### config.mk
export PLATFORM = sky130hd
export DESIGN_NAME = infix_to_postfix_converter
export DESIGN_NICKNAME = d
export VERILOG_FILES = /design/src/i2p_pkg.sv /design/src/i2p_stack.sv /design/src/infix_to_postfix_converter.sv
export SDC_FILE = /design/constraint.sdc
export NUM_CORES = 1
export LEC_CHECK = 0
export ABC_AREA = 1
export BUFFER_PORTS_ARGS = -buffer_cell sky130_fd_sc_hd__buf_2
export CORE_MARGIN = 4
export CORE_UTILIZATION = 37
export CTS_CLUSTER_DIAMETER = 200
export DETAILED_ROUTE_END_ITERATION = 7
export PLACE_DENSITY = 0.59
export SYNTH_ARGS = -nofsm -noshare
export SYNTH_HDL_FRONTEND = slang
export SYNTH_SLANG_ARGS = --single-unit
### constraint.sdc
create_clock -name clock -period 10.9 [get_ports clock]
set_input_delay 1.09 -clock clock [delete_from_list [all_inputs] [get_ports clock]]
set_output_delay 1.09 -clock clock [all_outputs]
set_load 0.05 [all_outputs]
### src/i2p_pkg.sv
// Types, codes and decode functions shared by the infix-to-postfix converter.
package i2p_pkg;

   typedef struct packed {
      logic [7:0] symbol;
      logic       end_of_expr;
   } req_type;

   typedef struct packed {
      logic [7:0] symbol_out;
      logic       has_symbol;
      logic       last;
      logic       overflow;
      logic       unmatched;
   } rsp_type;

   typedef enum logic [2:0] {
      OP_OPEN = 3'd0,
      OP_ADD  = 3'd1,
      OP_SUB  = 3'd2,
      OP_MUL  = 3'd3,
      OP_DIV  = 3'd4,
      OP_POW  = 3'd5
   } op_type;

   typedef enum logic [2:0] {
      KIND_OPERAND = 3'd0,
      KIND_OPEN    = 3'd1,
      KIND_CLOSE   = 3'd2,
      KIND_OPER    = 3'd3,
      KIND_OTHER   = 3'd4
   } kind_type;

   typedef struct packed {
      logic   push;
      logic   pop;
      logic   clear;
      op_type code;
   } stk_cmd_type;

   localparam logic [7:0] CHAR_OPEN  = 8'h28;
   localparam logic [7:0] CHAR_CLOSE = 8'h29;
   localparam logic [7:0] CHAR_MUL   = 8'h2A;
   localparam logic [7:0] CHAR_ADD   = 8'h2B;
   localparam logic [7:0] CHAR_SUB   = 8'h2D;
   localparam logic [7:0] CHAR_DIV   = 8'h2F;
   localparam logic [7:0] CHAR_POW   = 8'h5E;
   localparam logic [7:0] CHAR_0     = 8'h30;
   localparam logic [7:0] CHAR_9     = 8'h39;
   localparam logic [7:0] CHAR_UC_A  = 8'h41;
   localparam logic [7:0] CHAR_UC_Z  = 8'h5A;
   localparam logic [7:0] CHAR_LC_A  = 8'h61;
   localparam logic [7:0] CHAR_LC_Z  = 8'h7A;
   localparam logic [7:0] CHAR_NONE  = 8'h00;

   localparam logic [1:0] PREC_POW = 2'd3;
   localparam logic [1:0] PREC_MUL = 2'd2;
   localparam logic [1:0] PREC_ADD = 2'd1;
   localparam logic [1:0] PREC_NONE = 2'd0;

   function automatic op_type op_decode(input logic [7:0] sym);
      op_type code;
      unique case (sym)
         CHAR_ADD: code = OP_ADD;
         CHAR_SUB: code = OP_SUB;
         CHAR_MUL: code = OP_MUL;
         CHAR_DIV: code = OP_DIV;
         CHAR_POW: code = OP_POW;
         default:  code = OP_OPEN;
      endcase
      return code;
   endfunction

   function automatic kind_type sym_kind(input logic [7:0] sym);
      kind_type kind;
      priority if ((sym >= CHAR_0 && sym <= CHAR_9) ||
                   (sym >= CHAR_UC_A && sym <= CHAR_UC_Z) ||
                   (sym >= CHAR_LC_A && sym <= CHAR_LC_Z)) begin
         kind = KIND_OPERAND;
      end else if (sym == CHAR_OPEN) begin
         kind = KIND_OPEN;
      end else if (sym == CHAR_CLOSE) begin
         kind = KIND_CLOSE;
      end else if (op_decode(sym) != OP_OPEN) begin
         kind = KIND_OPER;
      end else begin
         kind = KIND_OTHER;
      end
      return kind;
   endfunction

   function automatic logic [7:0] op_char(input op_type code);
      logic [7:0] ch;
      unique case (code)
         OP_OPEN: ch = CHAR_OPEN;
         OP_ADD:  ch = CHAR_ADD;
         OP_SUB:  ch = CHAR_SUB;
         OP_MUL:  ch = CHAR_MUL;
         OP_DIV:  ch = CHAR_DIV;
         OP_POW:  ch = CHAR_POW;
         default: ch = CHAR_NONE;
      endcase
      return ch;
   endfunction

   function automatic logic [1:0] op_prec(input op_type code);
      logic [1:0] prec;
      unique case (code)
         OP_ADD, OP_SUB: prec = PREC_ADD;
         OP_MUL, OP_DIV: prec = PREC_MUL;
         OP_POW:         prec = PREC_POW;
         default:        prec = PREC_NONE;
      endcase
      return prec;
   endfunction

endpackage

### src/i2p_stack.sv
// Operator stack: top-of-stack register over a memory with registered read.
module i2p_stack #(
   parameter int STACK_DEPTH = 32,
   localparam int CNT_W = $clog2(STACK_DEPTH + 1),
   localparam int IDX_W = $clog2(STACK_DEPTH)
) (
   input  logic                 clock,
   input  logic                 reset,
   input  i2p_pkg::stk_cmd_type cmd,
   output logic [CNT_W-1:0]     count,
   output logic [CNT_W-1:0]     open_count,
   output i2p_pkg::op_type      top
);

   i2p_pkg::op_type mem [STACK_DEPTH];

   logic [CNT_W-1:0] count_ff, count_in;
   logic [CNT_W-1:0] open_ff, open_in;
   i2p_pkg::op_type  top_ff, top_in;
   i2p_pkg::op_type  rd_ff;
   logic [CNT_W-1:0] cnt_m1, cnt_m2;
   logic             full, mem_wr;

   assign cnt_m1 = count_ff - CNT_W'(1);
   assign cnt_m2 = count_ff - CNT_W'(2);
   assign full   = (count_ff == CNT_W'(STACK_DEPTH));
   assign mem_wr = cmd.push && !full && (count_ff != '0);

   always_comb begin
      count_in = count_ff;
      open_in  = open_ff;
      top_in   = top_ff;
      priority if (cmd.clear) begin
         count_in = '0;
         open_in  = '0;
      end else if (cmd.push) begin
         if (!full) begin
            count_in = count_ff + CNT_W'(1);
            top_in   = cmd.code;
            if (cmd.code == i2p_pkg::OP_OPEN) begin
               open_in = open_ff + CNT_W'(1);
            end
         end
      end else if (cmd.pop) begin
         count_in = cnt_m1;
         top_in   = rd_ff;
         if (top_ff == i2p_pkg::OP_OPEN) begin
            open_in = open_ff - CNT_W'(1);
         end
      end else begin
         count_in = count_ff;
      end
   end

   always_ff @(posedge clock) begin
      if (mem_wr) begin
         mem[cnt_m1[IDX_W-1:0]] <= top_ff;
      end
      rd_ff  <= mem[cnt_m2[IDX_W-1:0]];
      top_ff <= top_in;
   end

   always_ff @(posedge clock) begin
      if (reset) begin
         count_ff <= '0;
         open_ff  <= '0;
      end else begin
         count_ff <= count_in;
         open_ff  <= open_in;
      end
   end

   assign count      = count_ff;
   assign open_count = open_ff;
   assign top        = top_ff;

endmodule

### src/infix_to_postfix_converter.sv
// Infix-to-postfix converter: shunting-yard sequencer over a bounded operator stack.
//
// req_* takes one ASCII character per transfer, with end_of_expr on the last
// character of an expression. rsp_* gives postfix characters one per transfer;
// the last result of an expression has last set and may carry no character.
// overflow and unmatched report the sticky flags of the expression so far.
// req_ready is high only while the sequencer is idle. An operand is emitted
// from ST_STEP into the output register; '(' and a plain operator push pass
// through ST_STEP and ST_SETTLE; every stack pop (operator or ')' unwinding,
// end flush) is followed by ST_SETTLE, which waits for the registered read of
// the stack memory. The end flush clears the stack along with its final
// result. A result sits in an output register, so the sequencer keeps
// working while the receiver holds one result and stalls only when it needs
// to load the next one.
// Reset empties the stack, clears both flags and drops any held result; no
// memory clearing pass is needed.
module infix_to_postfix_converter #(
   parameter int STACK_DEPTH = 32
) (
   input  logic              clock,
   input  logic              reset,
   input  logic              req_valid,
   output logic              req_ready,
   input  i2p_pkg::req_type  req_data,
   output logic              rsp_valid,
   input  logic              rsp_ready,
   output i2p_pkg::rsp_type  rsp_data
);

   localparam int CNT_W = $clog2(STACK_DEPTH + 1);

   typedef enum logic [3:0] {
      ST_IDLE   = 4'b0001,
      ST_STEP   = 4'b0010,
      ST_SETTLE = 4'b0100,
      ST_FLUSH  = 4'b1000
   } state_type;

   state_type             state_ff, state_in;
   logic [7:0]            sym_ff, sym_in;
   logic                  end_ff, end_in;
   logic                  done_ff, done_in;
   logic                  ovf_ff, ovf_in;
   logic                  unm_ff, unm_in;
   logic                  rsp_valid_ff;
   i2p_pkg::rsp_type      rsp_data_ff;

   i2p_pkg::stk_cmd_type  cmd;
   logic [CNT_W-1:0]      count, open_count, ops_left;
   i2p_pkg::op_type       top, cur_code;
   i2p_pkg::kind_type     cur_kind;
   logic                  full, out_free, emit, do_pop;
   i2p_pkg::rsp_type      emit_data;
   state_type             after_char;

   i2p_stack #(.STACK_DEPTH(STACK_DEPTH)) u_stack (
      .clock      (clock),
      .reset      (reset),
      .cmd        (cmd),
      .count      (count),
      .open_count (open_count),
      .top        (top)
   );

   assign cur_kind   = i2p_pkg::sym_kind(sym_ff);
   assign cur_code   = i2p_pkg::op_decode(sym_ff);
   assign full       = (count == CNT_W'(STACK_DEPTH));
   assign ops_left   = count - open_count;
   assign out_free   = !rsp_valid_ff || rsp_ready;
   assign after_char = end_ff ? ST_FLUSH : ST_IDLE;
   assign do_pop     = (count != '0) && (top != i2p_pkg::OP_OPEN) &&
                       (i2p_pkg::op_prec(top) >= i2p_pkg::op_prec(cur_code));

   always_comb begin
      state_in  = state_ff;
      sym_in    = sym_ff;
      end_in    = end_ff;
      done_in   = done_ff;
      ovf_in    = ovf_ff;
      unm_in    = unm_ff;
      cmd       = '0;
      emit      = 1'b0;
      emit_data = '0;
      emit_data.overflow  = ovf_ff;
      emit_data.unmatched = unm_ff;

      unique case (state_ff)
         ST_IDLE: begin
            if (req_valid) begin
               sym_in   = req_data.symbol;
               end_in   = req_data.end_of_expr;
               done_in  = 1'b0;
               state_in = ST_STEP;
               if (req_data.symbol == i2p_pkg::CHAR_CLOSE && open_count == '0) begin
                  unm_in = 1'b1;
               end
            end
         end
         ST_STEP: begin
            unique case (cur_kind)
               i2p_pkg::KIND_OPERAND: begin
                  if (out_free) begin
                     emit                 = 1'b1;
                     emit_data.symbol_out = sym_ff;
                     emit_data.has_symbol = 1'b1;
                     done_in              = 1'b1;
                     state_in             = after_char;
                  end
               end
               i2p_pkg::KIND_OPEN: begin
                  cmd.push = 1'b1;
                  cmd.code = i2p_pkg::OP_OPEN;
                  if (full) begin
                     ovf_in = 1'b1;
                  end
                  done_in  = 1'b1;
                  state_in = ST_SETTLE;
               end
               i2p_pkg::KIND_OPER: begin
                  if (do_pop) begin
                     if (out_free) begin
                        emit                 = 1'b1;
                        emit_data.symbol_out = i2p_pkg::op_char(top);
                        emit_data.has_symbol = 1'b1;
                        cmd.pop              = 1'b1;
                        state_in             = ST_SETTLE;
                     end
                  end else begin
                     cmd.push = 1'b1;
                     cmd.code = cur_code;
                     if (full) begin
                        ovf_in = 1'b1;
                     end
                     done_in  = 1'b1;
                     state_in = ST_SETTLE;
                  end
               end
               i2p_pkg::KIND_CLOSE: begin
                  if (count == '0) begin
                     done_in  = 1'b1;
                     state_in = after_char;
                  end else if (top == i2p_pkg::OP_OPEN) begin
                     cmd.pop  = 1'b1;
                     done_in  = 1'b1;
                     state_in = ST_SETTLE;
                  end else if (out_free) begin
                     emit                 = 1'b1;
                     emit_data.symbol_out = i2p_pkg::op_char(top);
                     emit_data.has_symbol = 1'b1;
                     cmd.pop              = 1'b1;
                     state_in             = ST_SETTLE;
                  end
               end
               default: begin
                  done_in  = 1'b1;
                  state_in = after_char;
               end
            endcase
         end
         ST_SETTLE: begin
            state_in = done_ff ? after_char : ST_STEP;
         end
         ST_FLUSH: begin
            if (ops_left == '0) begin
               if (out_free) begin
                  emit           = 1'b1;
                  emit_data.last = 1'b1;
                  cmd.clear      = 1'b1;
                  ovf_in         = 1'b0;
                  unm_in         = 1'b0;
                  state_in       = ST_IDLE;
               end
            end else if (top == i2p_pkg::OP_OPEN) begin
               cmd.pop  = 1'b1;
               state_in = ST_SETTLE;
            end else if (out_free) begin
               emit                 = 1'b1;
               emit_data.symbol_out = i2p_pkg::op_char(top);
               emit_data.has_symbol = 1'b1;
               if (ops_left == CNT_W'(1)) begin
                  emit_data.last = 1'b1;
                  cmd.clear      = 1'b1;
                  ovf_in         = 1'b0;
                  unm_in         = 1'b0;
                  state_in       = ST_IDLE;
               end else begin
                  cmd.pop  = 1'b1;
                  state_in = ST_SETTLE;
               end
            end
         end
         default: begin
            state_in = ST_IDLE;
         end
      endcase
   end

   always_ff @(posedge clock) begin
      sym_ff  <= sym_in;
      end_ff  <= end_in;
      done_ff <= done_in;
      if (emit) begin
         rsp_data_ff <= emit_data;
      end
   end

   always_ff @(posedge clock) begin
      if (reset) begin
         state_ff     <= ST_IDLE;
         ovf_ff       <= 1'b0;
         unm_ff       <= 1'b0;
         rsp_valid_ff <= 1'b0;
      end else begin
         state_ff <= state_in;
         ovf_ff   <= ovf_in;
         unm_ff   <= unm_in;
         if (emit) begin
            rsp_valid_ff <= 1'b1;
         end else if (rsp_ready) begin
            rsp_valid_ff <= 1'b0;
         end
      end
   end

   assign req_ready = (state_ff == ST_IDLE);
   assign rsp_valid = rsp_valid_ff;
   assign rsp_data  = rsp_data_ff;

endmodule

* After elaboration in Yosys (flattened, before gate mapping) *
Memory sizes are Yosys's and may differ from the RTL's. A register that Yosys moved wholly into a read port is not among the register bits.
Index checks and enable logic that the tools add are counted.

word-level totals
  memory bits (writable) = 96
  output and inout port bits = 14
  memories = 1
  register bits = 44
  word-level logic and storage cells = 208
  bits of input ports = 13

memories
  memory       words  bits a word  read ports  clocked after Yosys merged registers in  write ports  RTL line         source
  u_stack.mem  32     3            1           1                                        1            i2p_stack.sv:15  i2p_pkg::op_type mem [STACK_DEPTH];

cells by class
  add/sub/neg operators = 6
  bitwise logic cells = 1
  $lt $le $gt $ge = 7
  eq/ne operators = 39
  reductions and logical operators = 41
  mux-type cells = 98

operator list
  cell                                                                               count
  8-bit by 6-bit == test with 1-bit output (second input constant)                   7
  4-bit 2-to-1 mux                                                                   12
  6-bit 2-to-1 mux                                                                   8
  8-bit 2-to-1 mux                                                                   6
  3-bit 2-to-1 mux                                                                   14
  7-bit case mux with 6 select lines                                                 1
  1-bit 2-to-1 mux                                                                   35
  7-bit case mux with 5 select lines                                                 1
  4-bit case mux with 4 select lines                                                 2
  9-bit 2-to-1 mux                                                                   3
  9-bit case mux with 3 select lines                                                 1
  3-bit by 2-bit == test with 1-bit output (second input constant)                   6
  6-bit zero test                                                                    3
  3-bit inequality test (second input constant)                                      6
  9-bit case mux with 2 select lines                                                 1
  8-bit by 7-bit >= comparator with 1-bit output (second input constant)             2
  8-bit by 7-bit less-or-equal comparator with 1-bit output (second input constant)  2
  1-bit case mux with 2 select lines                                                 8
  3-bit case mux with 5 select lines                                                 1
  7-bit AND reduction                                                                2
  6-bit by 1-bit adder with 6-bit output (second input constant)                     2
  3-bit == test (second input constant)                                              4
  2-bit case mux with 3 select lines                                                 2
  2-bit nonzero test                                                                 6
  32 further kinds                                                                   57

* Logic depth before layout (Yosys ltp) *
Gate-level depths: netlist of run 1.

  depth in word-level cells = 17
  mapped depth = 26
  gate-level depth less buffers = 25

* Hierarchy *
A second synthesis of run 1 with hierarchy kept.

unflattened totals
  cell total of the unflattened synthesis = 937
  area, all modules = 7935.1 µm²

modules (own cells, without submodules)
  module                      cells an instance  times used  area each (µm²)
  i2p_stack                   601                1           5492.8
  infix_to_postfix_converter  336                1           2442.3

* Worst setup path after synthesis of run 1 *
OpenSTA, ideal clock, no wires.

  path kind = register -> register
  start = register u_stack.count_ff[0] (netlist: u_stack.count[0])
  end = register rsp_data_ff, in the netlist rsp_data[0] (enable)
  library setup time = 0.402 ns
  data arrival time = 3.474 ns
  stages on the path, launching flop included = 17
  slack = 7.024 ns
  required time = 10.498 ns
  clock period less this slack = 3.876 ns
  path through = dfxtp_1 -> clkbuf_1 -> inv_1 -> clkbuf_1 -> buf_2 -> ha_1 -> fa_1 -> nand3b_1 -> nand2_1 -> nand2_1 -> nand2_1 -> nand2_1 -> nor2_1 -> nand2_2 -> nand2_1 -> inv_1 -> o31ai_1

between the ends
  cells in the longest elaborated chain, start to end = 6
  elaborated cells between the ends (all ways) = 11

ends and longest elaborated chain
  item                                                      RTL line                           source
  from (decl)                                               i2p_stack.sv:17                    logic [CNT_W-1:0] count_ff, count_in;
  from (signal assigned)                                    i2p_stack.sv:68                    count_ff <= count_in;
  branches (longest 5 deep; another with 6-bit subtractor)  --
  1-bit case mux with 2 select lines *                      infix_to_postfix_converter.sv:87   unique case (state_ff)
  named net emit                                            infix_to_postfix_converter.sv:52   logic full, out_free, emit, do_pop;
  to (signal assigned)                                      infix_to_postfix_converter.sv:203  rsp_data_ff <= emit_data;
  to (decl)                                                 infix_to_postfix_converter.sv:46   i2p_pkg::rsp_type rsp_data_ff;

Mark *: on every way through the listed nets, which the timed path passes.
A chain may end at the register's enable or synchronous reset.

* Final worst setup path of run 1 *
  start = register u_stack.top_ff[1] (netlist: u_stack.top[1])
  end = register u_stack.open_ff[5] (netlist: u_stack.open_count[5])

between the ends
  cells in the longest elaborated chain, start to end = 11
  elaborated cells between the ends (all ways) = 37

ends and longest elaborated chain
  item                                         RTL line                           source
  from (decl)                                  i2p_stack.sv:19                    i2p_pkg::op_type top_ff, top_in;
  from (signal assigned)                       i2p_stack.sv:60                    top_ff <= top_in;
  3-bit == test, or another cell as far along  i2p_pkg.sv:108                     unique case (code)
  2-bit OR reduction                           i2p_pkg.sv:108
  2-bit case mux with 3 select lines           i2p_pkg.sv:108
  2-bit >= comparator                          infix_to_postfix_converter.sv:72   (i2p_pkg::op_prec(top) >= i2p_pkg::op_prec(cur_code));
  1-bit logical AND                            infix_to_postfix_converter.sv:71   assign do_pop = (count != '0) && (top != i2p_pkg::OP_OPEN) &&
  3-bit 2-to-1 mux                             infix_to_postfix_converter.sv:120  if (do_pop) begin
  3-bit 2-to-1 mux                             infix_to_postfix_converter.sv:100  unique case (cur_kind)
  3-bit 2-to-1 mux                             infix_to_postfix_converter.sv:87
  3-bit zero test                              i2p_stack.sv:40                    if (cmd.code == i2p_pkg::OP_OPEN) begin
  2-bit inequality test (no line)              --
  4-bit AND reduction (no line)                --
  to (signal assigned)                         i2p_stack.sv:69                    open_ff <= open_in;
  to (decl)                                    i2p_stack.sv:18                    logic [CNT_W-1:0] open_ff, open_in;

Parallel ways exist; a longest one is shown, timed or not.

==> flow_metrics.env, run 1 <==
export IMPL_fin_ws_ns=7.243
export IMPL_cts_repair_timing_setup_buffer_count=0
export IMPL_dpl_hpwl_um=10890
export IMPL_grtUsageTotal=0.1546
export IMPL_vias=5493
export IMPL_tritoncts="built"
export IMPL_grt_pass1_wl_um=26840
export IMPL_slowest_delay_ns=0.38
export IMPL_wirelength_um=16770
export IMPL_route_antenna_remaining_nets=0
export IMPL_grt_pass1_vias=5172
export IMPL_final_period_minus_worst_setup_slack_ns=3.657
export IMPL_switching_share=0.2261
export IMPL_fin_crit_sh=0.3355
export IMPL_irDropWorstVdd_uv=96.30
export IMPL_worst_path_dominant_cell_family="simple AND/OR/NAND/NOR gates"
export IMPL_synth_seq_area_share=0.5584
export IMPL_layout_filler_cells=1848
export IMPL_critical_path_peak_fanout=37
export IMPL_net_switching_power_mw=0.2802
export IMPL_post_drt_via_cell_ratio=5.158
export IMPL_leak_pwr_nw=3.100
export IMPL_clkSinkCount=143
export IMPL_fin_tns_setup_ns=0
export IMPL_area_sequential_sq_um=4074
export IMPL_holdWs_ns=0.4314
export IMPL_setup_repair_after_global_routing_missed_its_margin="no"
export IMPL_synth_distinct_cells=52
export IMPL_min_delay_path_depth=0
export IMPL_footprint_of_the_multi_input_gates_sq_um=2845
export IMPL_avgRoutedWirePerCell_um=15.75
export IMPL_totalPowerFinal_mw=1.239
export IMPL_synth_seq_cells=143
export IMPL_globalRouteOverflowTotal=0
export IMPL_initial_utilization=0.3761
export IMPL_relSlewSlack=0.3338
export IMPL_final_net_count=821
export IMPL_gp_congestion=0.8363
export IMPL_synth_async_reset_ratio=0
export IMPL_numCtsBuffers=17
export IMPL_clock_insertion_delay_worst_skew_ns=0.42
export IMPL_portBuffers=26
export IMPL_required_time_worst_endpoint_ns=11.26
export IMPL_finalClockSkew_ns=0.008642
export IMPL_end_kind="flip-flop"
export IMPL_n_antenna_cell=0
export IMPL_final_layout_size_suffix_gt1_frac=0.1225
export IMPL_critPathArrivalTime_ns=4.02
export IMPL_synth_edf_count=121
export IMPL_status="completed"
export IMPL_worst_pin_slew_ns=0.9982
export IMPL_chipHeight_um=148.4
export IMPL_drv_slew=0
export IMPL_ys_warnings_count=0
export IMPL_timing_hold_violations_final=0
export IMPL_die_x_um=148.4
export IMPL_postSynth_topFlopCell="sky130_fd_sc_hd__edfxtp_1"
export IMPL_grt_start_max_net_pins=55
export IMPL_core_sq_um=19400
export IMPL_path_class="flip-flop to flip-flop"
export IMPL_timing_hold_worst_class="flip-flop to flip-flop"
export IMPL_syn_area_per_cell_sq_um=9.612
export IMPL_timing_critical_path_buf_inv=4
export IMPL_num_rows=51
export IMPL_synth_area_sq_um=7296
export IMPL_dpl_worst_slack_ns=7.295
export IMPL_cts_buffer_depth=2
export IMPL_ios=27
export IMPL_netlist_area_leader_share=0.4980
export IMPL_power_density_nw_per_um2=149.6
export IMPL_postCtsHoldBufs=0
export IMPL_ranking_of_synthesized_cells_by_area="sky130_fd_sc_hd__edfxtp_1 50%, sky130_fd_sc_hd__nor2_1 7.2%, sky130_fd_sc_hd__dfxtp_1 6.0%"
export IMPL_share_comb_of_total_power=0.049
export IMPL_ff_to_ff_path_depth=22
export IMPL_timing_fmax_ghz=0.2734
export IMPL_grt_antenna_before_repair=0
export IMPL_drt_first_pass_iters=5
export IMPL_synth_nets=793
export IMPL_power_report_internal_total_mw=0.9587
export IMPL_cpMaxStageDelayCell="sky130_fd_sc_hd__ha_1"
export IMPL_share_seq_of_total_power=0.487
export IMPL_root_buffer="sky130_fd_sc_hd__clkbuf_16"
export IMPL_clk_pin_slew_worst_paths_ns=0.06
export IMPL_route_detailed_drc=0
export IMPL_cts_htree_levels=4
export IMPL_power_frac_clock=0.464
export IMPL_starting_drt_drc_count=424
export IMPL_crit_cells=22
export IMPL_worstPathCellList="buf_4, inv_1, nand2_1, inv_1, nor4_1, ha_1, a21oi_1, inv_1, nand2_2, nand2_4, nand2_4, nand2_8, ha_1, a21oi_1, nand2_1, nand2_1, nand2_1, a21oi_1, nand3_1, nand2_1, nand3_2, a21oi_2"
export IMPL_setup_worst_path_start_class="flip-flop"
export IMPL_area_growth_syn_to_fin_pct=13.51
export IMPL_post_syn_instances=759
export IMPL_max_capacitance_violation_count=0
export IMPL_synth_largest_area_cell="sky130_fd_sc_hd__edfxtp_1"
export IMPL_postCtsResizedCells=0
export IMPL_setup_violating_endpoint_count_in_the_final_report=0
export IMPL_most_used_cell_along_the_critical_path="sky130_fd_sc_hd__nand2_1"
export IMPL_dieArea_sq_um=22030
layout make-up:
| cell class | instances | share of cell area |
|---|---|---|
| Clock inverter | 11 | 0.01601 |
| Multi-Input combinational cell | 522 | 0.3436 |
| Sequential cell | 143 | 0.4919 |
| Timing Repair Buffer | 33 | 0.02206 |
| Inverter | 70 | 0.03203 |
| Clock buffer | 21 | 0.05439 |
| Tap cell | 265 | 0.04004 |
synthesized netlist by cell type (2+ instances only):
cell,count
sky130_fd_sc_hd__a21oi_1,24
sky130_fd_sc_hd__a22oi_1,2
sky130_fd_sc_hd__a31oi_1,7
sky130_fd_sc_hd__a32o_1,2
sky130_fd_sc_hd__buf_2,3
sky130_fd_sc_hd__clkbuf_1,17
sky130_fd_sc_hd__dfxtp_1,22
sky130_fd_sc_hd__edfxtp_1,121
sky130_fd_sc_hd__fa_1,2
sky130_fd_sc_hd__ha_1,19
sky130_fd_sc_hd__inv_1,63
sky130_fd_sc_hd__inv_2,6
sky130_fd_sc_hd__nand2_1,104
sky130_fd_sc_hd__nand2_2,7
sky130_fd_sc_hd__nand2_4,3
sky130_fd_sc_hd__nand3_1,43
sky130_fd_sc_hd__nand3_2,3
sky130_fd_sc_hd__nand3_4,2
sky130_fd_sc_hd__nand3b_1,4
sky130_fd_sc_hd__nand4_1,7
sky130_fd_sc_hd__nor2_1,139
sky130_fd_sc_hd__nor2_2,2
sky130_fd_sc_hd__nor2_4,2
sky130_fd_sc_hd__nor3_1,6
sky130_fd_sc_hd__nor4_1,4
sky130_fd_sc_hd__o211ai_1,4
sky130_fd_sc_hd__o21ai_0,78
sky130_fd_sc_hd__o21ai_1,3
sky130_fd_sc_hd__o21ai_4,2
sky130_fd_sc_hd__o221ai_1,15
sky130_fd_sc_hd__o22ai_1,10
sky130_fd_sc_hd__o31ai_1,2
sky130_fd_sc_hd__xnor2_1,4
sky130_fd_sc_hd__xor2_1,9
cell usage in the layout, fill, tap and decap left out, types with 3 or more instances in the layout:
cell,netlist,final
sky130_fd_sc_hd__xor2_1,9,9
sky130_fd_sc_hd__a31oi_1,7,7
sky130_fd_sc_hd__nor2_1,139,139
sky130_fd_sc_hd__nand3_1,43,43
sky130_fd_sc_hd__nand2_2,7,7
sky130_fd_sc_hd__nor3_1,6,6
sky130_fd_sc_hd__buf_4,1,7
sky130_fd_sc_hd__nor4_1,4,4
sky130_fd_sc_hd__ha_1,19,19
sky130_fd_sc_hd__o21ai_1,3,3
sky130_fd_sc_hd__xnor2_1,4,4
sky130_fd_sc_hd__inv_1,63,63
sky130_fd_sc_hd__clkbuf_16,0,17
sky130_fd_sc_hd__inv_2,6,6
sky130_fd_sc_hd__o22ai_1,10,10
sky130_fd_sc_hd__o211ai_1,4,4
sky130_fd_sc_hd__dfxtp_1,22,22
sky130_fd_sc_hd__nand3_2,3,3
sky130_fd_sc_hd__o21ai_0,78,78
sky130_fd_sc_hd__nand2_4,3,3
sky130_fd_sc_hd__nand2_1,104,104
sky130_fd_sc_hd__clkbuf_1,17,3
sky130_fd_sc_hd__clkinvlp_4,0,4
sky130_fd_sc_hd__nand3b_1,4,4
sky130_fd_sc_hd__edfxtp_1,121,121
sky130_fd_sc_hd__a21oi_1,24,24
sky130_fd_sc_hd__nand4_1,7,7
sky130_fd_sc_hd__buf_2,3,26
sky130_fd_sc_hd__o221ai_1,15,15
worst paths after layout:
path                       start                     to  slack, ns
hold / removal            ovf_ff            rsp_data[1]       0.43
setup reg to reg  u_stack.top[1]  u_stack.open_count[5]       7.24
hold reg to reg           ovf_ff            rsp_data[1]       0.43
setup / recovery  u_stack.top[1]  u_stack.open_count[5]       7.24
flip-flops by register name, summed over array words and instances (netlist names), 3 cells and up:
signal              flops
u_stack.top             3
u_stack.count           6
u_stack.rd_ff           3
rsp_data               12
sym_ff                  8
u_stack.mem            96
state_ff                4
u_stack.open_count      6
stage by stage:
stage | std cells | util | area, sq um
floorplan | 759 | - | 7296
global placement | 1033 | 0.3969 | 7699
detailed placement | 1033 | 0.3969 | 7699
CTS | 1065 | 0.4269 | 8282
global route | 1065 | 0.4269 | 8282
finish | 1065 | 0.4269 | 8282
logic make-up after synthesis:
kind of cell | synth area share
compound gates | 0.1259
xor+xnor | 0.01561
fa+ha+maj | 0.03807
buf+inv | 0.05231
flops | 0.5584
other cells | 0.0005140
simple gates | 0.2092
power groups by stage:
| stage | clock network, mW | registers [mW] | logic (mW) |
|---|---|---|---|
| 2_1_floorplan | 0 | 0.615 | 0.0431 |
| 3_3_place_gp | 0 | 0.615 | 0.0599 |
| 3_5_place_dp | 0 | 0.615 | 0.0603 |
| 4_1_cts | 0.582 | 0.604 | 0.0605 |
| 5_1_grt | 0.607 | 0.604 | 0.0672 |
| 6_report | 0.575 | 0.604 | 0.0604 |
metal layers:
metal,vias up,track usage,part of all wire
li1,2710,-,-
met1,2584,0.2166,0.47
met2,167,0.2355,0.46
met3,32,0.02925,0.048
met4,0,0.06651,0.019
met5,-,0,0
Note: power is estimated with default switching activity, not from simulation.
==> run 2: changes to the inputs <==
- PLACE_DENSITY: 0.59 -> 0.61
- clock period: 10.9 -> 3.1 ns (I/O delays scaled with it)
==> run 2 against run 1 <==
Clock skew up 0.0018 ns. Setup slack worse by 7.1 ns. Clock power rose to 3.5 times the previous value. Die area unchanged. Clock-buffer cell count down 4. Register-to-register slack worse by 7.1 ns. Final area up 5.1%. Utilization up 2.2 points. Sequential share of layout area down 2.4 points. Combinational power rose to 4.2 times the previous value. Worst hold slack worse by 0.37 ns. Largest power group unchanged.
==> flow_metrics.env, run 2 (synthesis results as in run 1) <==
export IMPL_route_detailed_drc=0
export IMPL_core_sq_um=19400
export IMPL_globalRouteOverflowTotal=0
export IMPL_timing_hold_violations_final=0
export IMPL_clkSinkCount=143
export IMPL_die_x_um=148.4
export IMPL_switching_share=0.2429
export IMPL_drv_slew=0
export IMPL_critical_path_peak_fanout=7
export IMPL_drt_first_pass_iters=5
export IMPL_cts_htree_levels=4
export IMPL_vias=5724
export IMPL_worst_path_dominant_cell_family="simple AND/OR/NAND/NOR gates"
export IMPL_starting_drt_drc_count=625
export IMPL_ios=27
export IMPL_root_buffer="sky130_fd_sc_hd__clkbuf_16"
export IMPL_post_drt_via_cell_ratio=5.185
export IMPL_share_seq_of_total_power=0.482
export IMPL_dpl_hpwl_um=11720
export IMPL_num_rows=51
export IMPL_fin_ws_ns=0.09303
export IMPL_setup_worst_path_start_class="flip-flop"
export IMPL_timing_fmax_ghz=0.3326
export IMPL_required_time_worst_endpoint_ns=3.20
export IMPL_numCtsBuffers=17
export IMPL_path_class="flip-flop to flip-flop"
export IMPL_power_density_nw_per_um2=504.6
export IMPL_layout_common_cells="131 x sky130_fd_sc_hd__nor2_1, 121 x sky130_fd_sc_hd__edfxtp_1, 99 x sky130_fd_sc_hd__nand2_1, 78 x sky130_fd_sc_hd__o21ai_0, 60 x sky130_fd_sc_hd__inv_1"
export IMPL_wirelength_um=17260
export IMPL_setup_repair_after_global_routing_missed_its_margin="yes"
export IMPL_grt_antenna_before_repair=0
export IMPL_irDropWorstVdd_uv=245.7
export IMPL_route_antenna_remaining_nets=0
export IMPL_leak_pwr_nw=3.313
export IMPL_cts_buffer_depth=2
export IMPL_cpMaxStageDelayCell="sky130_fd_sc_hd__edfxtp_1"
export IMPL_cp_startpoint="sym_ff[0]"
export IMPL_timing_hold_worst_class="primary input to flip-flop"
export IMPL_slowest_delay_ns=0.48
export IMPL_end_kind="flip-flop"
export IMPL_grt_pass1_vias=5489
export IMPL_initial_utilization=0.3761
export IMPL_crit_reg2reg_launch="sym_ff[0]"
export IMPL_layout_commonest_cell="sky130_fd_sc_hd__nor2_1"
export IMPL_postCtsHoldBufs=0
export IMPL_avgRoutedWirePerCell_um=15.63
export IMPL_n_antenna_cell=0
export IMPL_dpl_worst_slack_ns=-0.02472
export IMPL_tritoncts="built"
export IMPL_hold_start="req_data[0]"
export IMPL_largest_reg_flops=96
export IMPL_power_report_internal_total_mw=3.324
export IMPL_chipHeight_um=148.4
export IMPL_critPathArrivalTime_ns=3.11
export IMPL_grtUsageTotal=0.1594
export IMPL_most_used_cell_along_the_critical_path="sky130_fd_sc_hd__nand2_2"
export IMPL_net_switching_power_mw=1.067
export IMPL_status="completed"
export IMPL_gp_congestion=0.8496
export IMPL_grt_pass1_wl_um=27770
export IMPL_fin_crit_sh=0.9700
export IMPL_power_frac_clock=0.460
export IMPL_worst_pin_slew_ns=0.7348
export IMPL_final_net_count=860
export IMPL_worstPathCellList="inv_2, nand2_1, nor2_1, nand2_2, nand2_2, a21oi_1, ha_1, a21oi_2, inv_1, nand2_2, nand2_4, nand2_4, nand2_8, nor2_2, nand2_1, buf_4, nor2_1"
export IMPL_final_period_minus_worst_setup_slack_ns=3.007
export IMPL_share_comb_of_total_power=0.058
export IMPL_dieArea_sq_um=22030
export IMPL_clk_pin_slew_worst_paths_ns=0.06
export IMPL_grt_start_max_net_pins=55
export IMPL_setup_violating_endpoint_count_in_the_final_report=0
export IMPL_max_capacitance_violation_count=0
export IMPL_finalClockSkew_ns=0.01046
export IMPL_portBuffers=26
export IMPL_fin_tns_setup_ns=0
export IMPL_relSlewSlack=0.5083
export IMPL_final_layout_size_suffix_gt1_frac=0.1943
export IMPL_timing_critical_path_buf_inv=3
export IMPL_area_growth_syn_to_fin_pct=19.28
export IMPL_clock_insertion_delay_worst_skew_ns=0.43
run 2: what timing repair did:
action / CTS / global route
setup endpoints to repair: 16 / 115
pin swaps: 0 / 8
gates resized for setup: 1 / 17
setup buffers: 0 / 12
run 2: worst paths after layout:
kind	depth (start not counted)	to	slack, ns
min reg2reg	0	rsp_data[0]	0.45
max	17	u_stack.mem[20][1]	0.09
min	1	end_ff	0.06
max reg2reg	17	u_stack.mem[20][1]	0.09
run 2: worst register-to-register path, delay by kind of cell, from the launching register on:
| family | cells | cell delay (ns) |
|---|---|---|
| AOI/OAI and AO/OA | 2 | 0.22 |
| adders and majority gates | 1 | 0.31 |
| buffers and inverters | 3 | 0.32 |
| DFF | 1 | 0.48 |
| and+or+nand+nor | 11 | 1.35 |
run 2: through the flow:
step | total power, mW | utilization | hold slack (ns) | std cells | instance area, sq um
floorplan | 2.317 | - | 0.3791 | 759 | 7373
global placement | 2.393 | 0.4098 | 0.4274 | 1060 | 7950
detailed placement | 2.395 | 0.4098 | 0.4357 | 1060 | 7950
CTS | 4.404 | 0.4407 | 0.04643 | 1092 | 8548
global route | 4.549 | 0.4486 | 0.03752 | 1104 | 8702
finish | 4.391 | 0.4486 | 0.05925 | 1104 | 8702
run 2: routing by layer:
| metal | part of all wire | GRT usage |
|---|---|---|
| met3 | 0.049 | 0.03108 |
| met2 | 0.48 | 0.2564 |
| met5 | 0 | 0 |
| met1 | 0.45 | 0.2150 |
| met4 | 0.017 | 0.05912 |
run 2: final cells by class:
cell class,instances,area [sq um]
Multi-Input combinational cell,522,2942
Timing Repair Buffer,72,491.7
Inverter,70,267.8
Clock buffer,17,425.4
Fill cell,1848,10700
Clock inverter,15,170.2
Sequential cell,143,4074
Tap cell,265,331.6
run 2: power by group through the flow:
stage	combinational (mW)	sequential, mW	clock [mW]
3_5_place_dp	0.237	2.16	0
5_1_grt	0.281	2.12	2.15
6_report	0.254	2.12	2.02
2_1_floorplan	0.153	2.16	0
4_1_cts	0.237	2.12	2.05
3_3_place_gp	0.235	2.16	0
==> run 3: changes to the inputs <==
- PLACE_DENSITY: 0.61 -> 0.59
- SLEW_MARGIN: unset -> 25
- clock period: 3.1 -> 3.69 ns (I/O delays scaled with it)
==> run 3 against run 2 <==
Clock power is 2% lower. Routed wire length is 3.5% lower. Die area stayed put. Final area is 2.9% lower. Clock-buffer cell count is 1 higher. Setup slack better by 0.19 ns.
==> flow_metrics.env, run 3 (synthesis results as in run 1) <==
export IMPL_dp_cells=1038
export IMPL_avgRoutedWirePerCell_um=15.52
export IMPL_fin_crit_sh=0.9223
export IMPL_switching_share=0.2132
export IMPL_net_switching_power_mw=0.8405
export IMPL_grt_pass1_vias=5254
export IMPL_cts_htree_levels=4
export IMPL_grt_antenna_before_repair=0
export IMPL_cts_buffer_depth=2
export IMPL_globalRoute_busiestLayer="met2"
export IMPL_worst_pin_slew_ns=0.7275
export IMPL_core_sq_um=19400
export IMPL_chipHeight_um=148.4
export IMPL_area_growth_syn_to_fin_pct=15.78
export IMPL_clock_insertion_delay_worst_skew_ns=0.42
export IMPL_share_seq_of_total_power=0.452
export IMPL_crit_reg2reg_launch="sym_ff[0]"
export IMPL_max_capacitance_violation_count=0
export IMPL_final_layout_size_suffix_gt1_frac=0.1349
export IMPL_dieArea_sq_um=22030
export IMPL_status="completed"
export IMPL_power_report_internal_total_mw=3.102
export IMPL_irDropWorstVdd_uv=271.2
export IMPL_globalRouteMet2Util=0.2435
export IMPL_grt_pass1_wl_um=27310
export IMPL_postCtsHoldBufs=0
export IMPL_footprint_of_the_multi_input_gates_sq_um=2849
export IMPL_globalRouteOverflowTotal=0
export IMPL_post_drt_via_cell_ratio=5.140
export IMPL_layout_common_cells="139 x sky130_fd_sc_hd__nor2_1, 121 x sky130_fd_sc_hd__edfxtp_1, 104 x sky130_fd_sc_hd__nand2_1, 78 x sky130_fd_sc_hd__o21ai_0, 63 x sky130_fd_sc_hd__inv_1"
export IMPL_setup_worst_path_start_class="flip-flop"
export IMPL_end_kind="flip-flop"
export IMPL_clkSinkCount=143
export IMPL_timing_hold_worst_class="primary input to flip-flop"
export IMPL_cp_startpoint="sym_ff[0]"
export IMPL_share_comb_of_total_power=0.047
export IMPL_route_detailed_drc=0
export IMPL_stdcell_area_sq_um=8447
export IMPL_critPathArrivalTime_ns=3.76
export IMPL_placedInstanceArea_sq_um=7736
export IMPL_finalClockSkew_ns=0.009761
export IMPL_area_sequential_sq_um=4074
export IMPL_layout_filler_cells=1861
export IMPL_ios=27
export IMPL_initial_utilization=0.3761
export IMPL_final_period_minus_worst_setup_slack_ns=3.403
export IMPL_num_rows=51
export IMPL_required_time_worst_endpoint_ns=4.05
export IMPL_numCtsBuffers=17
export IMPL_wirelength_um=16650
export IMPL_hold_start="req_data[0]"
export IMPL_grt_start_max_net_pins=55
export IMPL_layout_commonest_cell="sky130_fd_sc_hd__nor2_1"
export IMPL_die_x_um=148.4
export IMPL_drt_first_pass_iters=5
export IMPL_fin_tns_setup_ns=0
export IMPL_critical_path_peak_fanout=20
export IMPL_timing_hold_violations_final=0
export IMPL_n_antenna_cell=0
export IMPL_clk_pin_slew_worst_paths_ns=0.06
export IMPL_power_frac_clock=0.500
export IMPL_post_layout_nonfiller_instances=1073
export IMPL_tritoncts="built"
export IMPL_timing_fmax_ghz=0.2938
export IMPL_setup_violating_endpoint_count_in_the_final_report=0
export IMPL_grt_met1_usage=0.2191
export IMPL_route_antenna_remaining_nets=0
export IMPL_power_density_nw_per_um2=466.7
export IMPL_vias=5515
export IMPL_final_net_count=829
export IMPL_dpl_hpwl_um=11180
export IMPL_starting_drt_drc_count=429
export IMPL_drv_slew=0
export IMPL_leak_pwr_nw=3.195
export IMPL_totalPowerFinal_mw=3.942
export IMPL_path_class="flip-flop to flip-flop"
export IMPL_met3_usage=0.03199
export IMPL_grtUsageTotal=0.1568
export IMPL_root_buffer="sky130_fd_sc_hd__clkbuf_16"
export IMPL_largest_reg_flops=96
export IMPL_relSlewSlack=0.5132
export IMPL_gp_congestion=0.8354
export IMPL_portBuffers=26
[run 3: cell count changes in the layout (fill, tap and decap cells not counted), sizes merged]
cell and delta:
clkinvlp +1, inv -4, bufinv +5, clkbuf +1
buf -31, clkinv -3
[run 3: critical path, stage by stage, from the launching register on]
cell and delay, ns:
sky130_fd_sc_hd__edfxtp_1 0.47, sky130_fd_sc_hd__buf_4 0.19, sky130_fd_sc_hd__nand2_1 0.05, sky130_fd_sc_hd__nor2_1 0.07, sky130_fd_sc_hd__o21ai_4 0.20, sky130_fd_sc_hd__nand2_1 0.08, sky130_fd_sc_hd__ha_1 0.27, sky130_fd_sc_hd__inv_1 0.05
sky130_fd_sc_hd__nand2_1 0.04, sky130_fd_sc_hd__a21oi_1 0.16, sky130_fd_sc_hd__inv_1 0.07, sky130_fd_sc_hd__nand2_2 0.08, sky130_fd_sc_hd__nand2_4 0.06, sky130_fd_sc_hd__nand2_4 0.09, sky130_fd_sc_hd__nand2_8 0.13, sky130_fd_sc_hd__ha_1 0.37
sky130_fd_sc_hd__a21oi_2 0.19, sky130_fd_sc_hd__nand2_1 0.07, sky130_fd_sc_hd__nand2_1 0.08, sky130_fd_sc_hd__nand2_1 0.05, sky130_fd_sc_hd__a21oi_1 0.15, sky130_fd_sc_hd__nand3_1 0.10, sky130_fd_sc_hd__nand2_1 0.09, sky130_fd_sc_hd__nand3_2 0.07
sky130_fd_sc_hd__a21oi_2 0.13
[run 3: repair_timing]
item	in CTS	in global routing
endpoints found under the hold margin	0	0
resized for setup	0	1
setup endpoints to repair	0	1
setup buffers	0	3
[run 3: final timing paths]
| kind | end | slack (ns) | cells after the start |
|---|---|---|---|
| setup / recovery | u_stack.open_count[5] | 0.29 | 24 |
| setup reg to reg | u_stack.open_count[5] | 0.29 | 24 |
| hold / removal | end_ff | 0.13 | 1 |
| hold reg to reg | rsp_data[0] | 0.43 | 0 |
[run 3: power groups by stage]
stage / registers (mW) / clock network [mW] / logic [mW]
4_1_cts: 1.78 / 2.01 / 0.180
5_1_grt: 1.78 / 2.10 / 0.211
3_3_place_gp: 1.82 / 0 / 0.180
6_report: 1.78 / 1.97 / 0.187
2_1_floorplan: 1.82 / 0 / 0.128
3_5_place_dp: 1.82 / 0 / 0.180
[run 3: cell type report]
class                           instances  share of cell area
Multi-Input combinational cell        522              0.3373
Inverter                               70             0.03140
Clock inverter                         14             0.03022
Sequential cell                       143              0.4823
Timing Repair Buffer                   41             0.02874
Clock buffer                           18             0.05081
Tap cell                              265             0.03925
[run 3: metrics by stage]
stage,setup WS [ns],hold slack [ns],util
5_1_grt,-0.02031,0.1054,0.4354
3_3_place_gp,0.3462,0.4137,0.3988
6_report,0.2868,0.1259,0.4354
3_5_place_dp,0.3034,0.4175,0.3988
4_1_cts,0.2802,0.1071,0.4341
2_1_floorplan,0.09707,0.4082,-
[run 3: per-layer routing]
layer	routed length, um	vias to the layer above
li1	-	2735
met1	7873	2605
met2	7608	147
met3	831	28
met4	339	0
met5	0	-
